File: src/sfd_pkg.sv
`timescale 1ns / 1ps
`default_nettype none

package sfd_pkg;

	// Frame layout: nine 16-bit samples followed by a 32-bit timestamp.
	localparam int WindowBytes = 22;
	localparam int TimeBytes   = 4;
	localparam int NumSamples  = (WindowBytes - TimeBytes) / 2;
	localparam int FillW       = 5;
	localparam int ChanW       = 4;

	localparam logic [7:0] CharCr = 8'h0D;
	localparam logic [7:0] CharLf = 8'h0A;

	localparam logic [15:0] StatsPeriodReset = 16'd1000;
	localparam logic [15:0] CountMax         = 16'hFFFF;

	// Register map
	localparam logic [0:0] RegStatsPeriod = 1'b0;

	typedef logic [WindowBytes-1:0][7:0] window_t;

	// Everything needed to replay one terminator's results.
	typedef struct packed {
		logic [NumSamples-1:0][15:0] samples;
		logic [31:0]                 frame_time;
		logic                        frame_ok;
		logic                        stats_ok;
		logic [15:0]                 declined;
		logic [31:0]                 elapsed;
	} frame_rec_t;

endpackage

`default_nettype wire

File: src/sfd_window.sv
`timescale 1ns / 1ps
`default_nettype none

module sfd_window (
	input  wire logic               clk,
	input  wire logic               arst_n,
	input  wire logic               take,
	input  wire logic [7:0]         data_byte,
	input  wire logic [15:0]        stats_period,
	output logic                    held_cr,
	output logic                    rec_load,
	output sfd_pkg::frame_rec_t     rec
);

	localparam logic [sfd_pkg::FillW-1:0] FillFull = sfd_pkg::FillW'(sfd_pkg::WindowBytes);

	sfd_pkg::window_t               win_q, win_a, win_b;
	logic [sfd_pkg::FillW-1:0]      fill_q, fill_a, fill_b;
	logic                           cr_q, cr_d;
	logic [15:0]                    term_q, decl_q, term_inc, decl_inc;
	logic [31:0]                    latest_q, report_q, latest_new, win_time;
	logic                           is_term, frame_ok, report_due;

	function automatic sfd_pkg::window_t push(input sfd_pkg::window_t w, input logic [7:0] b);
		sfd_pkg::window_t r;
		for (int i = 0; i < sfd_pkg::WindowBytes - 1; i++) begin
			r[i] = w[i+1];
		end
		r[sfd_pkg::WindowBytes-1] = b;
		return r;
	endfunction

	function automatic logic [sfd_pkg::FillW-1:0] fill_up(input logic [sfd_pkg::FillW-1:0] f);
		return (f < FillFull) ? f + 1'b1 : f;
	endfunction

	assign held_cr = cr_q;
	assign is_term = cr_q && (data_byte == sfd_pkg::CharLf);

	// A held CR that is not followed by LF enters the window first, then the new byte.
	always_comb begin
		win_a  = win_q;
		fill_a = fill_q;
		if (cr_q && !is_term) begin
			win_a  = push(win_q, sfd_pkg::CharCr);
			fill_a = fill_up(fill_q);
		end
		win_b  = win_a;
		fill_b = fill_a;
		cr_d   = 1'b0;
		if (!is_term) begin
			if (data_byte == sfd_pkg::CharCr) begin
				cr_d = 1'b1;
			end else begin
				win_b  = push(win_a, data_byte);
				fill_b = fill_up(fill_a);
			end
		end
	end

	// Decode of the window and the statistics update at a terminator.
	assign win_time   = {win_q[sfd_pkg::WindowBytes-1], win_q[sfd_pkg::WindowBytes-2],
			win_q[sfd_pkg::WindowBytes-3], win_q[sfd_pkg::WindowBytes-4]};
	assign frame_ok   = (fill_q >= FillFull);
	assign term_inc   = (term_q < sfd_pkg::CountMax) ? term_q + 16'd1 : term_q;
	assign decl_inc   = (!frame_ok && decl_q < sfd_pkg::CountMax) ? decl_q + 16'd1 : decl_q;
	assign latest_new = frame_ok ? win_time : latest_q;
	assign report_due = (term_inc >= stats_period);

	always_comb begin
		for (int i = 0; i < sfd_pkg::NumSamples; i++) begin
			rec.samples[i] = {win_q[2*i+1], win_q[2*i]};
		end
		rec.frame_time = latest_new;
		rec.frame_ok   = frame_ok;
		rec.stats_ok   = report_due;
		rec.declined   = report_due ? decl_inc : 16'd0;
		rec.elapsed    = report_due ? (latest_new - report_q) : 32'd0;
	end

	assign rec_load = take && is_term && (frame_ok || report_due);

	// State update on every accepted byte.
	always_ff @(posedge clk or negedge arst_n) begin
		if (!arst_n) begin
			win_q    <= '0;
			fill_q   <= '0;
			cr_q     <= 1'b0;
			term_q   <= '0;
			decl_q   <= '0;
			latest_q <= '0;
			report_q <= '0;
		end else if (take) begin
			cr_q <= cr_d;
			if (is_term) begin
				fill_q   <= '0;
				latest_q <= latest_new;
				if (report_due) begin
					term_q   <= '0;
					decl_q   <= '0;
					report_q <= latest_new;
				end else begin
					term_q <= term_inc;
					decl_q <= decl_inc;
				end
			end else begin
				win_q  <= win_b;
				fill_q <= fill_b;
			end
		end
	end

endmodule

`default_nettype wire

File: src/sfd_emitter.sv
`timescale 1ns / 1ps
`default_nettype none

module sfd_emitter (
	input  wire logic                       clk,
	input  wire logic                       arst_n,
	input  wire logic                       rec_load,
	input  wire sfd_pkg::frame_rec_t        rec,
	output logic                            busy,
	output logic                            out_valid,
	input  wire logic                       out_stall,
	output logic [sfd_pkg::ChanW-1:0]       channel,
	output logic signed [15:0]              sample,
	output logic [31:0]                     frame_time,
	output logic                            frame_valid,
	output logic                            last,
	output logic                            stats_valid,
	output logic [15:0]                     declined_total,
	output logic [31:0]                     remote_elapsed
);

	localparam logic [sfd_pkg::ChanW-1:0] LastChan = sfd_pkg::ChanW'(sfd_pkg::NumSamples - 1);

	sfd_pkg::frame_rec_t            rec_q;
	logic                           busy_q;
	logic [sfd_pkg::ChanW-1:0]      idx_q;
	logic                           sent;

	assign busy      = busy_q;
	assign out_valid = busy_q;
	assign sent      = busy_q && !out_stall;

	// Result fields are selected from the held record by the channel counter.
	assign channel        = idx_q;
	assign sample         = rec_q.frame_ok ? $signed(rec_q.samples[idx_q]) : 16'sd0;
	assign frame_time     = rec_q.frame_time;
	assign frame_valid    = rec_q.frame_ok;
	assign last           = !rec_q.frame_ok || (idx_q == LastChan);
	assign stats_valid    = last && rec_q.stats_ok;
	assign declined_total = last ? rec_q.declined : 16'd0;
	assign remote_elapsed = last ? rec_q.elapsed : 32'd0;

	// Record capture; the input side never loads while results are pending.
	always_ff @(posedge clk) begin
		if (rec_load) begin
			rec_q <= rec;
		end
	end

	// Channel sequencing over the held record.
	always_ff @(posedge clk or negedge arst_n) begin
		if (!arst_n) begin
			busy_q <= 1'b0;
			idx_q  <= '0;
		end else if (rec_load) begin
			busy_q <= 1'b1;
			idx_q  <= '0;
		end else if (sent) begin
			if (last) begin
				busy_q <= 1'b0;
			end else begin
				idx_q <= idx_q + 1'b1;
			end
		end
	end

endmodule

`default_nettype wire

File: src/sensor_frame_deframer_unit.sv
// Deframer for CR LF terminated sensor frames. One serial byte is taken per
// clock cycle while in_valid is high and the input is not stalled. At a
// terminator preceded by at least 22 bytes, the last 22 bytes are decoded
// into nine signed little-endian samples and a 32-bit timestamp, held in a
// result register and sent as nine requests (channel 0 to 8, the ninth marked
// last); shorter frames are declined and counted. Every stats_period
// terminators the final request also reports the declined count and the
// elapsed remote time, and a declined frame then yields a single request of
// its own. Input bytes keep flowing while results drain; the input stalls
// only when a CR is held back and the previous terminator's requests are
// still being sent.
// stats_period sits at byte address 0 of the register port and resets to 1000.
`timescale 1ns / 1ps
`default_nettype none

module sensor_frame_deframer_unit (
	input  wire logic               clk,
	input  wire logic               arst_n,
	// register port
	input  wire logic               psel,
	input  wire logic               penable,
	input  wire logic               pwrite,
	input  wire logic [2:0]         paddr,
	input  wire logic [31:0]        pwdata,
	output logic [31:0]             prdata,
	output logic                    pready,
	// byte input
	input  wire logic               in_valid,
	output logic                    in_stall,
	input  wire logic [7:0]         data_byte,
	// results
	output logic                    out_valid,
	input  wire logic               out_stall,
	output logic [3:0]              channel,
	output logic signed [15:0]      sample,
	output logic [31:0]             frame_time,
	output logic                    frame_valid,
	output logic                    last,
	output logic                    stats_valid,
	output logic [15:0]             declined_total,
	output logic [31:0]             remote_elapsed
);

	logic [15:0]            period_q;
	logic                   held_cr, busy, rec_load, take;
	sfd_pkg::frame_rec_t    rec;

	// Register port, always ready.
	assign pready = 1'b1;
	assign prdata = (paddr[2] == sfd_pkg::RegStatsPeriod) ? {16'd0, period_q} : 32'd0;

	always_ff @(posedge clk or negedge arst_n) begin
		if (!arst_n) begin
			period_q <= sfd_pkg::StatsPeriodReset;
		end else if (psel && penable && pwrite && pready
				&& paddr[2] == sfd_pkg::RegStatsPeriod) begin
			period_q <= pwdata[15:0];
		end
	end

	// Only a byte after a held CR can complete a terminator, so hold off then.
	assign in_stall = held_cr && busy;
	assign take     = in_valid && !in_stall;

	sfd_window u_window (
		.clk          (clk),
		.arst_n       (arst_n),
		.take         (take),
		.data_byte    (data_byte),
		.stats_period (period_q),
		.held_cr      (held_cr),
		.rec_load     (rec_load),
		.rec          (rec)
	);

	sfd_emitter u_emitter (
		.clk            (clk),
		.arst_n         (arst_n),
		.rec_load       (rec_load),
		.rec            (rec),
		.busy           (busy),
		.out_valid      (out_valid),
		.out_stall      (out_stall),
		.channel        (channel),
		.sample         (sample),
		.frame_time     (frame_time),
		.frame_valid    (frame_valid),
		.last           (last),
		.stats_valid    (stats_valid),
		.declined_total (declined_total),
		.remote_elapsed (remote_elapsed)
	);

endmodule

`default_nettype wire

File: config.mk
export PLATFORM = sky130hd
export DESIGN_NAME = sensor_frame_deframer_unit
export DESIGN_NICKNAME = d
export VERILOG_FILES = /design/src/sfd_pkg.sv /design/src/sfd_window.sv /design/src/sfd_emitter.sv /design/src/sensor_frame_deframer_unit.sv
export SDC_FILE = /design/constraint.sdc
export NUM_CORES = 1
export LEC_CHECK = 0
export ABC_AREA = 1
export BUFFER_PORTS_ARGS = -buffer_cell sky130_fd_sc_hd__buf_2
export CORE_MARGIN = 8
export CORE_UTILIZATION = 50
export DETAILED_ROUTE_END_ITERATION = 8
export PLACE_DENSITY = 0.76
export REMOVE_ABC_BUFFERS = 1
export SETUP_SLACK_MARGIN = 0.1
export SYNTH_ARGS = -nofsm -noshare
export SYNTH_HDL_FRONTEND = slang
export SYNTH_SLANG_ARGS = --single-unit
File: constraint.sdc
create_clock -name clk -period 10.1 [get_ports clk]
set_clock_uncertainty 0.05 [all_clocks]
set_input_delay 0.505 -clock clk [delete_from_list [all_inputs] [get_ports clk]]
set_output_delay 0.505 -clock clk [all_outputs]
set_load 0.005 [all_outputs]
==> metrics.md, run 1 <==
| Metric | Value |
|---|---|
| Status | `finished, final reports clean` |
| CP Class | `reg2reg` |
| Post-Syn Instances | `3,034` |
| Nets | `3,178` |
| Fin. Hold Viols | `0` |
| Worst endpoint required time | `10.18 ns` |
| H-tree Lvls | `2` |
| Clk slew on worst S/H paths | `0.06 ns` |
| CP arrival | `5.93 ns` |
| Post-synth cell types | `56` |
| Gr usage total | `0.2063` |
| Fin cells | `3,818` |
| Post-Syn Area | `27,320 µm²` |
| Setup tns final | `0 ns` |
| Worst hold path type | `in2reg` |
| Largest stage delay, worst path | `0.71 ns` |
| CTS resizes | `0` |
| Die area | `62,380 µm²` |
| RSZ-0062 raised after global routing | `false` |
| Core Area | `53,920 µm²` |
| PortBufs | `152` |
| Top-area cell type share of the netlist area | `0.2684` |
| Vias per cell | `5.635` |
| Clock tree buffer depth | `3` |
| Final period util | `0.5791` |
| Area contributors post-synth | `dfrtp_1, edfxtp_1, nand2_1, o21ai_0, inv_1` |
| IO Pins | `188` |
| VDD IR-drop max | `129.3 µV` |
| FMAX | `171.0 MHz` |
| Crit-path max FO | `163` |
| CP dominant cell by count | `inv_1` |
| Ys Warns | `0` |
| Worst-Margin Slew | `1.254 ns` |
| CTS tree | `done` |
| Main synth FF type | `dfrtp_1` |
| Yosys top cell by area | `dfrtp_1` |
| Drt total wl | `66,210 µm` |
| Pwr per Cell Area | `204.9 nW/µm²` |
| Max transition margin | `0.1575` |
| Antenna viol nets, final | `0` |
| Ratio of cells with drive above 1 in the final layout | `0.1264` |
| Largest net degree at the start of global routing | `164` |
| DP HPWL | `40,410 µm` |
| Max cap viols | `0` |
| Number of global-route vias before repair | `20,630` |
| CP cell instances | `ha_1 -> nand3_1 -> inv_1 -> nand3_1 -> inv_1 -> nand4_1 -> nand4_1 -> xor2_1 -> inv_1 -> ha_1 -> a21oi_1 -> o21a_1 -> nor2_1 -> nor2_1 -> nand3_2 -> buf_4 -> nand2_2 -> buf_4 -> nand2_4 -> buf_12` |
| DR DRC count | `0` |
| Top cells by count, synth | `nand2_1, inv_1, o21ai_0` |
| Final GP Congestion | `0.9344` |
| CP endpoint kind | `flop` |
| Die Y | `249.8 µm` |
| Most common cell in the netlist | `nand2_1` |
| Share of async-settable or async-resettable flops after synthesis | `0.5695` |
| Die W | `249.8 µm` |
| DR WL/cell | `17.34 µm` |
| Crit path launch type | `flop` |
| GRT overflow | `0` |
| Initial antenna violation count | `4` |
| Global-route wire length before repair | `107,000 µm` |
| Leak Pwr | `13.58 nW` |
| Crit path time final | `5.849 ns` |
| Inst Count DP | `3,711` |
| Clk_lat worst skew | `0.60 ns` |
| Slew Limit Fails | `0` |
| Register area share after synthesis | `0.5226` |
| Syn Area/Cell | `9.005 µm²` |
| Router iterations before antenna repair | `6` |
| Total clock sinks | `525` |
| Post-synth EDFFs | `226` |
| Clock root buffer | `clkbuf_16` |
| Synth Register Bits | `525` |
| # rows | `85` |
| Setup violators final | `0` |
| Cts bufs inserted | `55` |
| P&R area growth vs syn | `9.064%` |
| Via count | `21,510` |
| DRT iter0 DRCs | `2,132` |
| Crit-path slowest cell | `nand2_4` |
| Initial core utilization | `0.5067` |
-- stage by stage --
stage / worst slack, ns / area [µm²] / hold slack, ns / utilization / total power (W)
after global placement: 4.540 / 28000 / 0.3784 / 0.5193 / 0.004061
after floorplan: 0.1745 / 26100 / 0.1594 / - / 0.003673
after global routing: 3.905 / 29790 / 0.07254 / 0.5525 / 0.006439
after detailed placement: 4.488 / 28000 / 0.3798 / 0.5193 / 0.004098
after CTS: 4.414 / 29790 / 0.04452 / 0.5524 / 0.006108
final: 4.251 / 29800 / 0.07813 / 0.5526 / 0.006106
-- worst paths after layout --
path / from / end / slack (ns) / depth (start not counted)
max: u_window.term_q[0] / u_emitter.frame_time[17] / 4.25 / 20
min: pwdata[5] / period_q[5] / 0.08 / 3
max reg2reg: u_window.term_q[0] / u_emitter.frame_time[17] / 4.25 / 20
min reg2reg: u_window.rec[125] / u_emitter.rec_q[125] / 0.40 / 0
max in group asynchronous: arst_n / u_window.term_q[12] / 7.38 / 4
min in group asynchronous: arst_n / u_window.rec[151] / 0.40 / 2
-- worst max-delay path: cells and delay by family (launching register included) --
| kind | cells | cell delay [ns] |
|---|---|---|
| XOR/XNOR | 1 | 0.23 |
| adder cells (fa/ha/maj) | 2 | 0.49 |
| flip-flops | 1 | 0.41 |
| buffers and inverters | 6 | 1.72 |
| AO/OA/AOI/OAI | 2 | 0.27 |
| AND/OR/NAND/NOR | 9 | 1.89 |
-- timing repair --
| item | 4_1_cts | 5_1_grt |
|---|---|---|
| buffers inserted | 0 | 0 |
| hold buffers | 1 | 0 |
| endpoints found under the hold margin | 63 | 0 |
-- power breakdown --
part           internal [W]  switching [W]  total, W
clock               0.00118       0.000835   0.00201
sequential          0.00245       0.000130   0.00258
combinational      0.000505        0.00101   0.00151
total               0.00413        0.00197   0.00611
-- logic make-up (layout without fill, tap and decap cells) --
| family | count (synthesis) | in the layout | synth area share |
|---|---|---|---|
| simple gates | 1059 | 1059 | 0.1617 |
| compound gates | 764 | 764 | 0.1744 |
| buf+inv | 570 | 639 | 0.09581 |
| flops | 525 | 525 | 0.5226 |
| fa+ha+maj | 55 | 55 | 0.02546 |
| xor+xnor | 39 | 39 | 0.01250 |
| mux | 20 | 20 | 0.007328 |
| other cells | 2 | 21 | 0.0002749 |
-- layout by cell type (no fill, tap or decap), types with 10 or more instances in the layout --
cell,netlist,layout
clkbuf_16,0,57
o21ai_0,319,319
o21a_1,14,14
clkinv_2,0,10
nor3_1,20,20
o221ai_1,88,88
dfrtp_1,293,292
nand4_1,16,16
buf_2,57,151
mux2i_1,20,20
o21ai_1,59,59
o211ai_1,37,37
o21ai_2,10,10
nor2_1,251,250
a21oi_2,24,24
clkbuf_1,64,22
or2_2,21,21
buf_4,63,25
xor2_1,32,32
conb_1,2,17
nand3_1,84,84
o22ai_1,16,16
o211ai_2,13,13
a22oi_1,54,54
inv_1,340,339
inv_2,14,15
edfxtp_1,226,226
nor2_2,13,13
nand2_1,624,623
a21oi_1,103,103
ha_1,54,54
-- metal layers --
metal,track usage,part of all wire,up-vias
li1,-,-,10280
met2,0.3424,0.47,805
met1,0.2699,0.43,10270
met4,0.07811,0.033,2
met5,0,0.00017,-
met3,0.03378,0.065,161
-- layout make-up --
| class | count | area, µm² |
|---|---|---|
| multi-input cells | 1954 | 10510 |
| well taps | 696 | 870.8 |
| fillers | 4672 | 24120 |
| clock inverters | 18 | 195.2 |
| repair buffers | 180 | 1008 |
| clock buffers | 84 | 1578 |
| diodes | 4 | 10.01 |
| inverters | 357 | 1345 |
| flip-flops and latches | 525 | 14280 |
-- sequential cells by signal, summed over array words and instances, names as in the netlist, 16 cells and up --
name,cells
u_window.term_q,16
u_emitter.rec_q,193
u_window.report_q,32
u_window.decl_q,16
u_window.rec,144
u_window.latest_q,32
period_q,16
u_window.win_q,32
u_emitter.frame_time,32
Note: power is estimated with default switching activity, not from simulation.
==> run 2: changes to the inputs <==
Settings changed: ABC_AREA 1 to 0.
Clock period 10.1 ns to 5.95 ns, I/O delays scaled along.
==> metrics.md, run 2 <==
| Metric | Value |
|---|---|
| Status | `finished, final reports clean` |
| Reg with most FFs | `u_emitter.rec_q` |
| CTS tree | `done` |
| Die W | `238.7 µm` |
| DR WL/cell | `18.37 µm` |
| Fillers | `3,920` |
| Top cells by count, synth | `dfrtp_1, nor2_1, edfxtp_1` |
| Clock root buffer | `clkbuf_16` |
| Clock tree buffer depth | `3` |
| VDD IR-drop max | `247.3 µV` |
| Clk_lat worst skew | `0.60 ns` |
| Main synth FF type | `dfrtp_1` |
| CP cell instances | `inv_1 -> ha_1 -> o21a_1 -> o21ai_4 -> inv_2 -> nand2_1 -> nand2_1 -> fa_1 -> a21oi_1 -> o21bai_1 -> a31oi_2 -> nand4_1 -> a31oi_1 -> nor2_1 -> mux2i_1 -> or3_1` |
| Largest stage delay, worst path | `0.58 ns` |
| Reg-to-reg startpoint | `u_window.fill_q[0]` |
| Router iterations before antenna repair | `5` |
| Die Y | `238.7 µm` |
| Total clock sinks | `525` |
| Ys Warns | `0` |
| P&R area growth vs syn | `12.49%` |
| Cts bufs inserted | `53` |
| DRT iter0 DRCs | `1,714` |
| Yosys top cell by area | `dfrtp_1` |
| Crit-path slowest cell | `o21ai_4` |
| FMAX | `197.8 MHz` |
| DP Worst Slack | `0.9826 ns` |
| Buf+Inv Stages, Crit Path | `2` |
| Initial antenna violation count | `2` |
| CP endpoint kind | `flop` |
| Post-synth cell types | `72` |
| FF-to-FF path depth | `16` |
| Post-synth EDFFs | `226` |
| Final GP Congestion | `0.9051` |
| Most common cell after layout, fill and taps aside | `dfrtp_1` |
| Syn Area/Cell | `11.15 µm²` |
| Initial core utilization | `0.5067` |
| Final period util | `0.8498` |
| Postcts setup bufs | `0` |
| Register area share after synthesis | `0.5756` |
| Core Area | `48,950 µm²` |
| Setup violators final | `0` |
| CP dominant cell by count | `nand2_1` |
| Ratio of cells with drive above 1 in the final layout | `0.1582` |
| Max transition margin | `0.1904` |
| # rows | `81` |
| Worst-Margin Slew | `1.212 ns` |
| Area contributors post-synth | `dfrtp_1, edfxtp_1, a21oi_1, o22ai_1, nor2_1` |
| Worst hold path type | `in2reg` |
| Global-route wire length before repair | `89,910 µm` |
| Worst hold start | `data_byte[3]` |
| Commonest non-fill, non-tap cells in the layout | `dfrtp_1, nor2_1, edfxtp_1` |
| Nets | `2,414` |
| Drt total wl | `55,430 µm` |
| CP Class | `reg2reg` |
| R2r setup slk | `0.89 ns` |
| Vias per cell | `5.825` |
| Top-area cell type share of the netlist area | `0.2956` |
| DR DRC count | `0` |
| Fin. Hold Viols | `0` |
| Share of async-settable or async-resettable flops after synthesis | `0.5695` |
| Synth Register Bits | `525` |
| Via count | `17,580` |
| Most common cell in the netlist | `dfrtp_1` |
| Leak Pwr | `11.04 nW` |
| Delay-heaviest family, CP | `compound AO/OA/AOI/OAI gates` |
| Reg2Reg Capture Point | `u_emitter.rec_q[30]` |
| Worst endpoint required time | `6.24 ns` |
| Gr usage total | `0.1899` |
| Number of global-route vias before repair | `17,390` |
| Crit path time final | `5.056 ns` |
| PortBufs | `152` |
| GRT overflow | `0` |
| Max cap viols | `0` |
| Die area | `56,990 µm²` |
| Antenna viol nets, final | `0` |
| Max reg flops | `193` |
| DP HPWL | `34,900 µm` |
| Largest net degree at the start of global routing | `167` |
| Crit path launch type | `flop` |
| H-tree Lvls | `2` |
| PnR worst setup slack | `0.8937 ns` |
| Clk slew on worst S/H paths | `0.06 ns` |
| CP arrival | `5.35 ns` |
| Crit-path max FO | `33` |
| Post-Syn Area | `24,800 µm²` |
| Setup tns final | `0 ns` |
| Slew Limit Fails | `0` |
| RSZ-0062 raised after global routing | `false` |
| Hold worst-path end | `u_window.win_q[171]` |
| Post-Syn Instances | `2,224` |
| Worst hold stages | `3` |
| Pwr per Cell Area | `341.8 nW/µm²` |
| IO Pins | `188` |
| Util after Layout | `0.5699` |
run 2: cells by family after synthesis:
family                   synth area share
buffers and inverters             0.04924
AND/OR/NAND/NOR                    0.1173
other                           0.0003028
adder cells (fa/ha/maj)           0.02805
flip-flops                         0.5756
AO/OA/AOI/OAI                      0.1335
XOR/XNOR                          0.02048
multiplexers                      0.07547
run 2: area by class of cell:
type                       count  area, µm²  share of cell area
clock buffer                  72       1468             0.05261
timing repair buffer         196       1226             0.04395
tap                          664      830.8             0.02978
sequential                   525      14280              0.5117
antenna                        2      5.005           0.0001794
clock inverter                26      396.6             0.01422
multi-input combinational   1463       9433              0.3381
inverter                      70      262.8            0.009418
run 2: timing repair:
item / in CTS / in global routing
resized for setup: 0 / 0
endpoints found under the hold margin: 110 / 0
hold buffers: 25 / 0
run 2: worst max-delay path by stage:
stage                                   from  depth (start not counted)                      end
final                     u_window.fill_q[0]                         16      u_emitter.rec_q[30]
after CTS                 u_window.fill_q[0]                         16      u_emitter.rec_q[30]
after global routing      u_window.fill_q[0]                         16      u_emitter.rec_q[30]
after detailed placement  u_window.fill_q[0]                         16      u_emitter.rec_q[30]
after floorplan           u_window.term_q[3]                         12  u_emitter.frame_time[0]
after global placement    u_window.fill_q[0]                         16      u_emitter.rec_q[30]
run 2: where the power goes:
part | switching, W | internal, W | total [W] | leakage, nW
clock | 0.00141 | 0.00213 | 0.00354 | 0.906
combinational | 0.000967 | 0.000685 | 0.00165 | 4.67
sequential | 0.000275 | 0.00407 | 0.00435 | 5.47
run 2: layer usage:
| metal | track usage | wire [µm] | vias to the layer above | share of wire |
|---|---|---|---|---|
| met5 | 0 | 0 | - | 0 |
| met4 | 0.06178 | 1362 | 0 | 0.025 |
| met3 | 0.03366 | 3893 | 116 | 0.070 |
| met2 | 0.3180 | 27170 | 667 | 0.49 |
| met1 | 0.2490 | 23000 | 8689 | 0.42 |
| li1 | - | - | 8107 | - |
run 2: through the flow:
stage | area [µm²] | total power, W | std cells | hold slack [ns]
after floorplan | 23900 | 0.005539 | 2058 | -0.04809
after global placement | 25780 | 0.005917 | 2893 | 0.2785
after detailed placement | 25780 | 0.006004 | 2893 | 0.2865
after CTS | 27890 | 0.009570 | 3016 | 0.02335
after global routing | 27900 | 0.009955 | 3018 | 0.09059
final | 27900 | 0.009537 | 3018 | 0.05340
run 2: worst min-delay path, delay by kind of cell:
family / cells / cell delay [ns]
buf+inv: 2 / 0.20
compound gates: 1 / 0.15
